$ cat src/hdl/three_class_priority_queue_defines.svh
// Assertion macros for the three-class priority queue.
// Included by the top level; depends on nothing else.
`ifndef THREE_CLASS_PRIORITY_QUEUE_DEFINES_SVH
`define THREE_CLASS_PRIORITY_QUEUE_DEFINES_SVH

// Same-cycle implication, checked outside reset.
`define TCPQ_ASSERT_NOW(label, clk, rst_n, ante, cons, msg) \
    label: assert property (@(posedge clk) disable iff (!rst_n) (ante) |-> (cons)) \
        else $error(msg);

// Next-cycle implication, checked outside reset.
`define TCPQ_ASSERT_NEXT(label, clk, rst_n, ante, cons, msg) \
    label: assert property (@(posedge clk) disable iff (!rst_n) (ante) |=> (cons)) \
        else $error(msg);

`endif

$ cat src/hdl/tcpq_pkg.sv
// Shared types and constants for the three-class priority queue.
// No dependencies; used by the top level for codes, widths and defaults.
package tcpq_pkg;

    localparam int QUEUE_DEPTH_DEF = 16;
    localparam int TAG_BITS_DEF    = 16;
    localparam int CLASS_COUNT     = 3;
    localparam int CLASS_W         = 2;
    localparam int STATUS_W        = 3;
    localparam int OP_W            = 1;

    typedef enum logic [OP_W-1:0] {
        OP_ENQUEUE = 1'b0,
        OP_SERVE   = 1'b1
    } op_t;

    typedef enum logic [CLASS_W-1:0] {
        CLS_RED     = 2'd0,
        CLS_YELLOW  = 2'd1,
        CLS_GREEN   = 2'd2,
        CLS_INVALID = 2'd3
    } class_t;

    typedef enum logic [STATUS_W-1:0] {
        ST_ADDED     = 3'd0,
        ST_SERVED    = 3'd1,
        ST_EMPTY     = 3'd2,
        ST_BAD_CLASS = 3'd3,
        ST_FULL      = 3'd4
    } status_t;

endpackage

$ cat src/hdl/three_class_priority_queue.sv
// Three-class strict priority queue: per-class FIFOs of tags in RAM.
// A transaction's result is registered in stage 1, then in the output register.
// Throughput: one transaction per cycle while the output is not stalled; the tag RAM read port sets the extra stage.
// Reset clears pointers, fill counts and pipeline valids at once; the tag
// RAMs are not cleared (no slot is read before it is written).
`include "three_class_priority_queue_defines.svh"

module three_class_priority_queue #(
    parameter int QUEUE_DEPTH = tcpq_pkg::QUEUE_DEPTH_DEF,
    parameter int TAG_BITS    = tcpq_pkg::TAG_BITS_DEF
) (
    input  logic                                    clk,
    input  logic                                    rst_n,
    input  logic                                    s_tvalid,
    output logic                                    s_tready,
    // priority_class [1:0], item_tag [TAG_BITS+1:2], zero fill above
    input  logic [((TAG_BITS + tcpq_pkg::CLASS_W + 7) / 8) * 8 - 1:0] s_tdata,
    // operation [0]
    input  logic [tcpq_pkg::OP_W-1:0]               s_tuser,
    output logic                                    m_tvalid,
    input  logic                                    m_tready,
    // served_tag [TAG_BITS-1:0], served_class [TAG_BITS+1:TAG_BITS], zero fill above
    output logic [((TAG_BITS + tcpq_pkg::CLASS_W + 7) / 8) * 8 - 1:0] m_tdata,
    // status [2:0]
    output logic [tcpq_pkg::STATUS_W-1:0]           m_tuser
);

    import tcpq_pkg::*;

    localparam int PTR_W  = (QUEUE_DEPTH > 1) ? $clog2(QUEUE_DEPTH) : 1;
    localparam int CNT_W  = $clog2(QUEUE_DEPTH + 1);
    localparam int DATA_W = ((TAG_BITS + CLASS_W + 7) / 8) * 8;

    logic [PTR_W-1:0] rd_idx_reg   [CLASS_COUNT];
    logic [PTR_W-1:0] rd_idx_next  [CLASS_COUNT];
    logic [PTR_W-1:0] wr_idx_reg   [CLASS_COUNT];
    logic [PTR_W-1:0] wr_idx_next  [CLASS_COUNT];
    logic [CNT_W-1:0] fill_reg     [CLASS_COUNT];
    logic [CNT_W-1:0] fill_next    [CLASS_COUNT];
    logic [TAG_BITS-1:0] ram_rdata [CLASS_COUNT];

    logic [CLASS_COUNT-1:0] full;
    logic [CLASS_COUNT-1:0] nonempty;
    logic [CLASS_COUNT-1:0] pick;
    logic [CLASS_COUNT-1:0] enq_hit;
    logic [CLASS_COUNT-1:0] deq_hit;

    logic                accept;
    op_t                 in_op;
    class_t              in_class;
    logic [TAG_BITS-1:0] in_tag;
    status_t             status_now;
    logic [CLASS_W-1:0]  pick_class;
    logic                class_ok;
    logic                class_full;

    // Stage 1: decision made, waiting for the RAM read data
    logic               s1_valid_reg;
    status_t            s1_status_reg;
    logic [CLASS_W-1:0] s1_class_reg;
    logic               s1_adv;

    // Output register
    logic               out_valid_reg;
    status_t            out_status_reg;
    logic [CLASS_W-1:0] out_class_reg;
    logic [TAG_BITS-1:0] out_tag_reg;
    logic [TAG_BITS-1:0] s1_tag;

    assign in_op    = op_t'(s_tuser);
    assign in_class = class_t'(s_tdata[CLASS_W-1:0]);
    assign in_tag   = s_tdata[CLASS_W +: TAG_BITS];

    assign s1_adv   = !out_valid_reg || m_tready;
    assign s_tready = !s1_valid_reg || s1_adv;
    assign accept   = s_tvalid && s_tready;

    always_comb
    begin
        for (int c = 0; c < CLASS_COUNT; c++)
        begin
            full[c]     = (fill_reg[c] == CNT_W'(QUEUE_DEPTH));
            nonempty[c] = (fill_reg[c] != '0);
        end
        // strict priority: lowest class number wins
        pick[0] = nonempty[0];
        pick[1] = !nonempty[0] && nonempty[1];
        pick[2] = !nonempty[0] && !nonempty[1] && nonempty[2];
    end

    always_comb
    begin
        class_ok   = (in_class != CLS_INVALID);
        class_full = 1'b0;
        for (int c = 0; c < CLASS_COUNT; c++)
        begin
            if (in_class == class_t'(c))
            begin
                class_full = full[c];
            end
        end

        priority if (pick[0])
        begin
            pick_class = CLS_RED;
        end
        else if (pick[1])
        begin
            pick_class = CLS_YELLOW;
        end
        else if (pick[2])
        begin
            pick_class = CLS_GREEN;
        end
        else
        begin
            pick_class = CLS_RED;
        end

        unique case (in_op)
            OP_ENQUEUE:
            begin
                priority if (!class_ok)
                begin
                    status_now = ST_BAD_CLASS;
                end
                else if (class_full)
                begin
                    status_now = ST_FULL;
                end
                else
                begin
                    status_now = ST_ADDED;
                end
            end
            OP_SERVE:
            begin
                status_now = (|nonempty) ? ST_SERVED : ST_EMPTY;
            end
            default:
            begin
                status_now = ST_EMPTY;
            end
        endcase
    end

    always_comb
    begin
        for (int c = 0; c < CLASS_COUNT; c++)
        begin
            enq_hit[c] = accept && (in_op == OP_ENQUEUE) && (in_class == class_t'(c))
                         && !full[c];
            deq_hit[c] = accept && (in_op == OP_SERVE) && pick[c];

            wr_idx_next[c] = wr_idx_reg[c];
            rd_idx_next[c] = rd_idx_reg[c];
            fill_next[c]   = fill_reg[c];
            if (enq_hit[c])
            begin
                wr_idx_next[c] = (wr_idx_reg[c] == PTR_W'(QUEUE_DEPTH - 1))
                                 ? '0 : wr_idx_reg[c] + PTR_W'(1);
                fill_next[c]   = fill_reg[c] + CNT_W'(1);
            end
            if (deq_hit[c])
            begin
                rd_idx_next[c] = (rd_idx_reg[c] == PTR_W'(QUEUE_DEPTH - 1))
                                 ? '0 : rd_idx_reg[c] + PTR_W'(1);
                fill_next[c]   = fill_reg[c] - CNT_W'(1);
            end
        end
    end

    for (genvar g = 0; g < CLASS_COUNT; g++)
    begin : g_class_ram
        tcpq_ram #(
            .WIDTH (TAG_BITS),
            .DEPTH (QUEUE_DEPTH)
        ) u_ram (
            .clk     (clk),
            .wr_en   (enq_hit[g]),
            .wr_addr (wr_idx_reg[g]),
            .wr_data (in_tag),
            .rd_en   (deq_hit[g]),
            .rd_addr (rd_idx_reg[g]),
            .rd_data (ram_rdata[g])
        );
    end

    always_ff @(posedge clk or negedge rst_n)
    begin
        if (!rst_n)
        begin
            for (int c = 0; c < CLASS_COUNT; c++)
            begin
                rd_idx_reg[c] <= '0;
                wr_idx_reg[c] <= '0;
                fill_reg[c]   <= '0;
            end
            s1_valid_reg  <= 1'b0;
            out_valid_reg <= 1'b0;
        end
        else
        begin
            for (int c = 0; c < CLASS_COUNT; c++)
            begin
                rd_idx_reg[c] <= rd_idx_next[c];
                wr_idx_reg[c] <= wr_idx_next[c];
                fill_reg[c]   <= fill_next[c];
            end
            if (s_tready)
            begin
                s1_valid_reg <= s_tvalid;
            end
            if (s1_adv)
            begin
                out_valid_reg <= s1_valid_reg;
            end
        end
    end

    // Pick the served tag from the RAM that was read; zero for any other status
    always_comb
    begin
        s1_tag = '0;
        if (s1_status_reg == ST_SERVED)
        begin
            for (int c = 0; c < CLASS_COUNT; c++)
            begin
                if (s1_class_reg == CLASS_W'(c))
                begin
                    s1_tag = ram_rdata[c];
                end
            end
        end
    end

    always_ff @(posedge clk)
    begin
        if (accept)
        begin
            s1_status_reg <= status_now;
            s1_class_reg  <= (status_now == ST_SERVED) ? pick_class : CLASS_W'(CLS_RED);
        end
        if (s1_adv && s1_valid_reg)
        begin
            out_status_reg <= s1_status_reg;
            out_class_reg  <= s1_class_reg;
            out_tag_reg    <= s1_tag;
        end
    end

    assign m_tvalid = out_valid_reg;
    assign m_tuser  = out_status_reg;
    assign m_tdata  = DATA_W'({out_class_reg, out_tag_reg});

    `TCPQ_ASSERT_NEXT(a_serve_hit, clk, rst_n,
        accept && (in_op == OP_SERVE) && (|nonempty),
        s1_valid_reg && (s1_status_reg == ST_SERVED), "serve with waiting tags not served")

    `TCPQ_ASSERT_NEXT(a_serve_empty, clk, rst_n,
        accept && (in_op == OP_SERVE) && !(|nonempty),
        s1_valid_reg && (s1_status_reg == ST_EMPTY), "serve with no tags not reported empty")

    `TCPQ_ASSERT_NOW(a_unserved_zero, clk, rst_n,
        m_tvalid && (out_status_reg != ST_SERVED),
        (out_tag_reg == '0) && (out_class_reg == '0), "non-serve result carries tag or class")

endmodule

$ cat src/hdl/tcpq_ram.sv
// Generic single-write, single-read RAM with registered read data.
// No dependencies.
module tcpq_ram #(
    parameter int WIDTH = 16,
    parameter int DEPTH = 16
) (
    input  logic                                   clk,
    input  logic                                   wr_en,
    input  logic [(DEPTH > 1 ? $clog2(DEPTH) : 1)-1:0] wr_addr,
    input  logic [WIDTH-1:0]                       wr_data,
    input  logic                                   rd_en,
    input  logic [(DEPTH > 1 ? $clog2(DEPTH) : 1)-1:0] rd_addr,
    output logic [WIDTH-1:0]                       rd_data
);

    logic [WIDTH-1:0] mem [DEPTH];

    always_ff @(posedge clk)
    begin
        if (wr_en)
        begin
            mem[wr_addr] <= wr_data;
        end
        if (rd_en)
        begin
            rd_data <= mem[rd_addr];
        end
    end

endmodule

$ cat config.mk
export PLATFORM = sky130hd
export DESIGN_NAME = three_class_priority_queue
export DESIGN_NICKNAME = d
export VERILOG_FILES = /design/src/hdl/tcpq_pkg.sv /design/src/hdl/three_class_priority_queue.sv /design/src/hdl/tcpq_ram.sv
export VERILOG_INCLUDE_DIRS = /design/src /design/src/hdl
export SDC_FILE = /design/constraint.sdc
export NUM_CORES = 1
export LEC_CHECK = 0
export BUFFER_PORTS_ARGS = -buffer_cell sky130_fd_sc_hd__clkbuf_2
export CAP_MARGIN = 20
export CORE_MARGIN = 2
export CORE_UTILIZATION = 30
export DETAILED_ROUTE_END_ITERATION = 7
export PLACE_DENSITY = 0.49
export SETUP_SLACK_MARGIN = 0.1
export SYNTH_ARGS = -nofsm -noshare
export SYNTH_HDL_FRONTEND = slang
export SYNTH_SLANG_ARGS = --single-unit
export TNS_END_PERCENT = 30
$ cat constraint.sdc
create_clock -name clk -period 3.3 [get_ports clk]
set_clock_uncertainty 0.1 [all_clocks]
set_input_delay 0.165 -clock clk [delete_from_list [all_inputs] [get_ports clk]]
set_output_delay 0.165 -clock clk [all_outputs]
set_load 0.005 [all_outputs]
* Word-level counts from Yosys, hierarchy flattened
Memory sizes are Yosys's and may differ from the RTL's. A register that Yosys moved wholly into a read port is not among the register bits. Cells that the tools add are included.
Storage, ports and cells: memories kept 3, ROM bits 0, latch bits 0, bits in writable memories 768, logic and storage cells 116, bits in registers 67, output and inout bits 29, input port bits 29
Memories:
- g_class_ram[0].u_ram.mem | depth 16, width 16, rd ports 1, clocked after Yosys merged registers in 1, wr ports 1, RTL line tcpq_ram.sv:16 | logic [WIDTH-1:0] mem [DEPTH];
- g_class_ram[1].u_ram.mem | depth 16, width 16, rd ports 1, clocked after Yosys merged registers in 1, wr ports 1, RTL line tcpq_ram.sv:16
- g_class_ram[2].u_ram.mem | depth 16, width 16, rd ports 1, clocked after Yosys merged registers in 1, wr ports 1, RTL line tcpq_ram.sv:16
Cells by class: multipliers 0, bitwise operators 2, shift-type cells 0, divide/modulo/power cells 0, add/subtract/negate cells 12, equal/unequal tests 16, reductions and logical operators 36, order comparisons 0, mux-type cells 30
Operators by type and width (count):
- $mux W16 | 3
- $mux W5 | 6
- $add A4 B1 Y4 const B | 6
- $eq A4 B4 Y1 const B | 6
- $mux W4 | 6
- $logic_and A1 B1 Y1 | 16
- $add A5 B1 Y5 const B | 3
- $eq A5 B5 Y1 const B | 3
- $reduce_bool A5 Y1 | 3
- $sub A5 B1 Y5 const B | 3
- $mux W1 | 10
- $logic_not A1 Y1 | 7
- $eq A3 B1 Y1 const B | 2
- $mux W3 | 2
- $pmux W3 S2 | 1
- $reduce_bool A2 Y1 | 3
- $reduce_or A3 Y1 | 2
- $eq A2 B1 Y1 const B | 2
- $eq A2 B2 Y1 const B | 2
- $logic_not A2 Y1 | 2
- $mux W2 | 2
- $logic_or A1 B1 Y1 | 2
- $ne A2 B2 Y1 const B | 1
- $not A1 Y1 | 2
- $reduce_or A2 Y1 | 1

* Longest topological paths before layout
word-level depth 10, gate-level depth with buffers 11, gate-level depth less buffers 10

* By module
Synthesis repeated with hierarchy kept, for this count alone.
Unflattened totals: cells, all modules 1621, area total of the unflattened synthesis 34226.6 sq um
By module, submodules not included:
- tcpq_ram | cells an instance 432, times used 3, area each 10203.5 sq um, seq. area each 8167.8 sq um
- three_class_priority_queue | cells an instance 325, times used 1, area each 3616.0 sq um, seq. area each 1806.7 sq um

* Least setup slack after synthesis
OpenSTA, ideal clock, no wires.
path kind reg2reg, from register out_valid_reg, in the netlist m_tvalid, to memory g_class_ram[2].u_ram.mem[0][0], enable pin, cell stages (with the launch flop) 8, setup slack 0.045 ns, arrival time 2.746 ns, path buffers 1, library setup time 0.409 ns, data required time 2.791 ns, period minus slack after synthesis 3.255 ns, path through dfrtp_1 > and3b_1 > inv_1 > and2_1 > and3_1 > clkbuf_1 > nand2_1 > nor3_1
On the way: cells in the longest elaborated chain, start to end 9
RTL lines:
- start: declaration | RTL line three_class_priority_queue.sv:64 | logic out_valid_reg;
- start signal: assignment | RTL line three_class_priority_queue.sv:216 | out_valid_reg <= s1_valid_reg;
- $logic_not A1 Y1 | RTL line three_class_priority_queue.sv:74 | assign s1_adv = !out_valid_reg || m_tready;
- $logic_or A1 B1 Y1 | RTL line three_class_priority_queue.sv:74
- $logic_or A1 B1 Y1 | RTL line three_class_priority_queue.sv:75 | assign s_tready = !s1_valid_reg || s1_adv;
- via s_tready | RTL line three_class_priority_queue.sv:15 | output logic s_tready,
- $logic_and A1 B1 Y1 | RTL line three_class_priority_queue.sv:76 | assign accept = s_tvalid && s_tready;
- $logic_and A1 B1 Y1 (2 in series) | RTL line three_class_priority_queue.sv:151 | enq_hit[c] = accept && (in_op == OP_ENQUEUE) && (in_class == class_t'(c))
- $logic_and A1 B1 Y1 | RTL line three_class_priority_queue.sv:152 | && !full[c];
- $mux W1 | RTL line tcpq_ram.sv:20 | if (wr_en)
- $mux W1 (not written as such) | RTL line tcpq_ram.sv:22 | mem[wr_addr] <= wr_data;
- end: declaration | RTL line tcpq_ram.sv:16
The timed path passes the listed nets, and every way through them passes these cells.

* Worst setup path in the final report
from register fill_reg[11] in the netlist's numbering, to register fill_reg[4] in the netlist's numbering
On the way: cells in the longest elaborated chain, start to end 6, elaborated cells between the ends (all ways) 7, those cells by class 1 x mux; 6 x reduce/logical
RTL lines:
- start: declaration | RTL line three_class_priority_queue.sv:38 | logic [CNT_W-1:0] fill_reg [CLASS_COUNT];
- start signal: indexed assignment | RTL line three_class_priority_queue.sv:208 | fill_reg[c] <= fill_next[c];
- $reduce_bool A5 Y1 (*) | RTL line three_class_priority_queue.sv:83 | nonempty[c] = (fill_reg[c] != '0);
- $logic_not A1 Y1 (*) | RTL line three_class_priority_queue.sv:88 | pick[2] = !nonempty[0] && !nonempty[1] && nonempty[2];
- $logic_and A1 B1 Y1 (*) (2 in series) | RTL line three_class_priority_queue.sv:88
- $logic_and A1 B1 Y1 (*) | RTL line three_class_priority_queue.sv:153 | deq_hit[c] = accept && (in_op == OP_SERVE) && pick[c];
- via g_class_ram[2].u_ram.rd_en | RTL line tcpq_ram.sv:11 | input logic rd_en,
- $mux W5 or $reduce_bool A2 Y1 (tied branches)
Mark *: on every way through the listed nets, which the timed path passes. The rest lies on a longest branch. A chain may end at the register's enable or synchronous reset.

==> reports/results.ini <==
[outcome]
outcome = completed

[clocking]
clk_pin_slew_ns = 0.06
htree_levels = 3
cts_tree = yes
cts_buffers = 94
cts_buffer_depth = 3
clock-sinks = 883
clk_latency_ns = 0.66
clockRootBuffer = clkbuf_16

[critical_path]
cp.buffers_inverters = 1
crit_path_cell_trace = nor4_4 -> nand2_1 -> or4_4 -> clkinv_4 -> ha_1 -> a21o_1 -> a21oi_1 -> mux2i_1 -> xnor2_1
critPathMaxStageDelay_ns = 0.62
worst_path_max_delay_cell = or4_4
cp_data_required_time_ns = 3.76
worstPathArrival_ns = 3.36
path_depth = 9
r2r-end = fill_reg[4]$_DFFE_PN0P_
crit_type = reg2reg
r2r-start = fill_reg[11]$_DFFE_PN0P_
critPathCapture = fill_reg[4]$_DFFE_PN0P_
worstRegToRegCells = 9
critical_path.startpoint = fill_reg[11]$_DFFE_PN0P_
critPathTopFamily = simple AND/OR/NAND/NOR gates
worstSetupStartpointType = register
regToRegSetupSlack_ns = 0.40
cp_max_fo = 8
cp-end-kind = register

[yosys]
synth-edff-count = 842
synth-seq-cells = 883
synthCells = 1704
synth_seq_area_share_pct = 76.13
syn_avg_cell_area_sq_um = 20.28
synth_common_cells = edfxtp_1, mux4_2, a21oi_1
ys_warn_count = 0
ys_dominant_reg_cell = edfxtp_1
yosysMostFrequentCell = edfxtp_1
ys_async_sr_fraction_pct = 4.643
yosysTopAreaCell = edfxtp_1
synth_cell_type_count = 50
synth_top_area_share_pct = 73.16
synthesis.area_sq_mm = 0.03456
ys_top_cells_by_area = edfxtp_1, mux4_2, dfrtp_1

[drt]
routed_wl_mm = 80.30
vias_per_cell = 4.746
first_iter_violations = 1172
via_count = 16420
dr.pass1.iters = 5
wl_per_cell_microns = 23.21
ant_nets = 0
drc = 0

[timing]
period_minus_slack_ns = 2.904
final-max-slew-violation-count = 0
fmax_mhz = 344.4
slew_headroom_pct = 33.43
worst_pin_slew_ns = 0.9986
rsz0062_at_grt = false
hold_ws_ns = 0.01124
setup-violations-final = 0
hold_violations = 0
period_share_pct = 87.99
setup_tns_ns = 0

[global_routing]
grt_remaining_overflow = 0
antenna_found_initial = 1
grt_usage_pct = 13.69
grt_pass1_vias = 17200
grt_max_degree = 49
grt_pass1_wl_mm = 117.4

[power]
power.leakage_nw = 13.01
p_per_area_mw_per_mm2 = 742.9
vdd_drop_max_v = 0.0004148

[placed_design]
portBuffers = 45
gp_congestion = 0.7916
dpl.hpwl_mm = 48.70
dpl-instance-area_sq_mm = 0.03721

[finish]
final_cell_area_sq_mm = 0.04069
drive_above_1_share_pct = 26.41
final_nets = 1926
largest_reg_flops = 768
post-route-util_pct = 35.58
n_fill_cell = 10500
area_growth_pct = 17.73

[floorplanning]
dieArea_sq_mm = 0.1179
initial_utilization_pct = 30.22
dieHeight_microns = 343.4
rows = 124
die_w_microns = 343.4
core-area_sq_mm = 0.1143
io_pins = 58

[flow_run]
maxCapViolCount = 0

[hold_path]
min_path_cells = 1
min_path_type = in2reg

[layout by cell type (no fill, tap or decap), types with 4 or more instances in the layout]
cell type	instances
a211oi_1	48
a21o_1	9
a21oi_1	77
and2_1	12
buf_12	11
buf_4	94
bufinv_16	15
clkbuf_1	22
clkbuf_16	96
clkbuf_2	45
clkinv_1	17
clkinv_2	14
conb_1	6
dfrtp_1	31
dfrtp_2	7
dlygate4sd3_1	12
edfxtp_1	842
ha_1	24
inv_1	23
mux2i_1	68
mux4_2	192
nand2_1	36
nand2b_1	9
nand3_1	13
nor2_1	67
nor2b_1	51
nor3_1	4
nor3_2	12
o21ai_0	20
xnor2_1	15
[what timing repair did]
item | CTS | global route
hold buffers | 10 | 2
buffers inserted | 0 | 0
endpoints found under the hold margin | 62 | 24
resized for setup | 0 | 0
[worst register-to-register path, delay by kind of cell, from the launching register on]
| family | cells | cell delay (ns) |
|---|---|---|
| mux | 1 | 0.23 |
| simple gates | 3 | 1.18 |
| buf+inv | 1 | 0.11 |
| flops | 1 | 0.45 |
| xor+xnor | 1 | 0.14 |
| fa+ha+maj | 1 | 0.26 |
| compound gates | 2 | 0.35 |
[per-stage QoR]
stage          setup slack (ns)  cells  total power [mW]
2_1_floorplan           0.04453   1709             17.55
3_3_place_gp             0.4124   3268             19.64
3_5_place_dp             0.4000   3268             19.72
4_1_cts                  0.3917   3450             30.66
5_1_grt                  0.2721   3458             31.53
6_report                 0.3964   3460             30.23
[layer usage]
| layer | up-vias | global-route usage (%) | share of wire (%) |
|---|---|---|---|
| met4 | 0 | 3.612 | 2.2 |
| li1 | 7242 | - | - |
| met3 | 109 | 2.150 | 3.8 |
| met5 | - | 0 | 0 |
| met2 | 325 | 22.76 | 49 |
| met1 | 8745 | 18.74 | 45 |
[cell families (layout without fill, tap and decap cells)]
group	after synthesis	in the layout	synth area share [%]
muxes	264	264	14.62
buffers and inverters	125	362	1.560
and+or+nand+nor	224	224	3.327
DFF	883	883	76.13
AOI/OAI and AO/OA	162	162	2.849
xor gates and xnor gates	18	18	0.4562
other	1	8	0.01085
adders and majority gates	27	27	1.043
[layout make-up]
class | count | area, sq um | share of cell area [%]
antenna | 2 | 5.005 | 0.01230
clock buffer | 119 | 2499 | 6.141
timing repair buffer | 165 | 1354 | 3.327
multi-input combinational | 701 | 7801 | 19.17
sequential | 883 | 26330 | 64.72
inverter | 25 | 98.84 | 0.2429
tap | 1512 | 1892 | 4.650
clock inverter | 53 | 706.9 | 1.738
[worst min path at each step]
stage	startpoint	endpoint	slack [ns]
6_report	s_tdata[16]	g_class_ram[1].u_ram.mem[15][14]$_DFFE_PP_	0.01
5_1_grt	s_tdata[16]	g_class_ram[1].u_ram.mem[15][14]$_DFFE_PP_	0.001
4_1_cts	s_tdata[9]	g_class_ram[0].u_ram.mem[6][7]$_DFFE_PP_	0.05
3_5_place_dp	rst_n	rd_idx_reg[11]$_DFFE_PN0P_	0.18
3_3_place_gp	rst_n	rd_idx_reg[11]$_DFFE_PN0P_	0.17
2_1_floorplan	rst_n	fill_reg[0]$_DFFE_PN0P_	-0.23
[power by group]
group          switching [mW]  total (mW)  internal (mW)
combinational            3.11        5.92           2.81
clock                    4.31        10.9           6.55
sequential              0.652        13.5           12.8
Power figures use the tool's default switching activity.
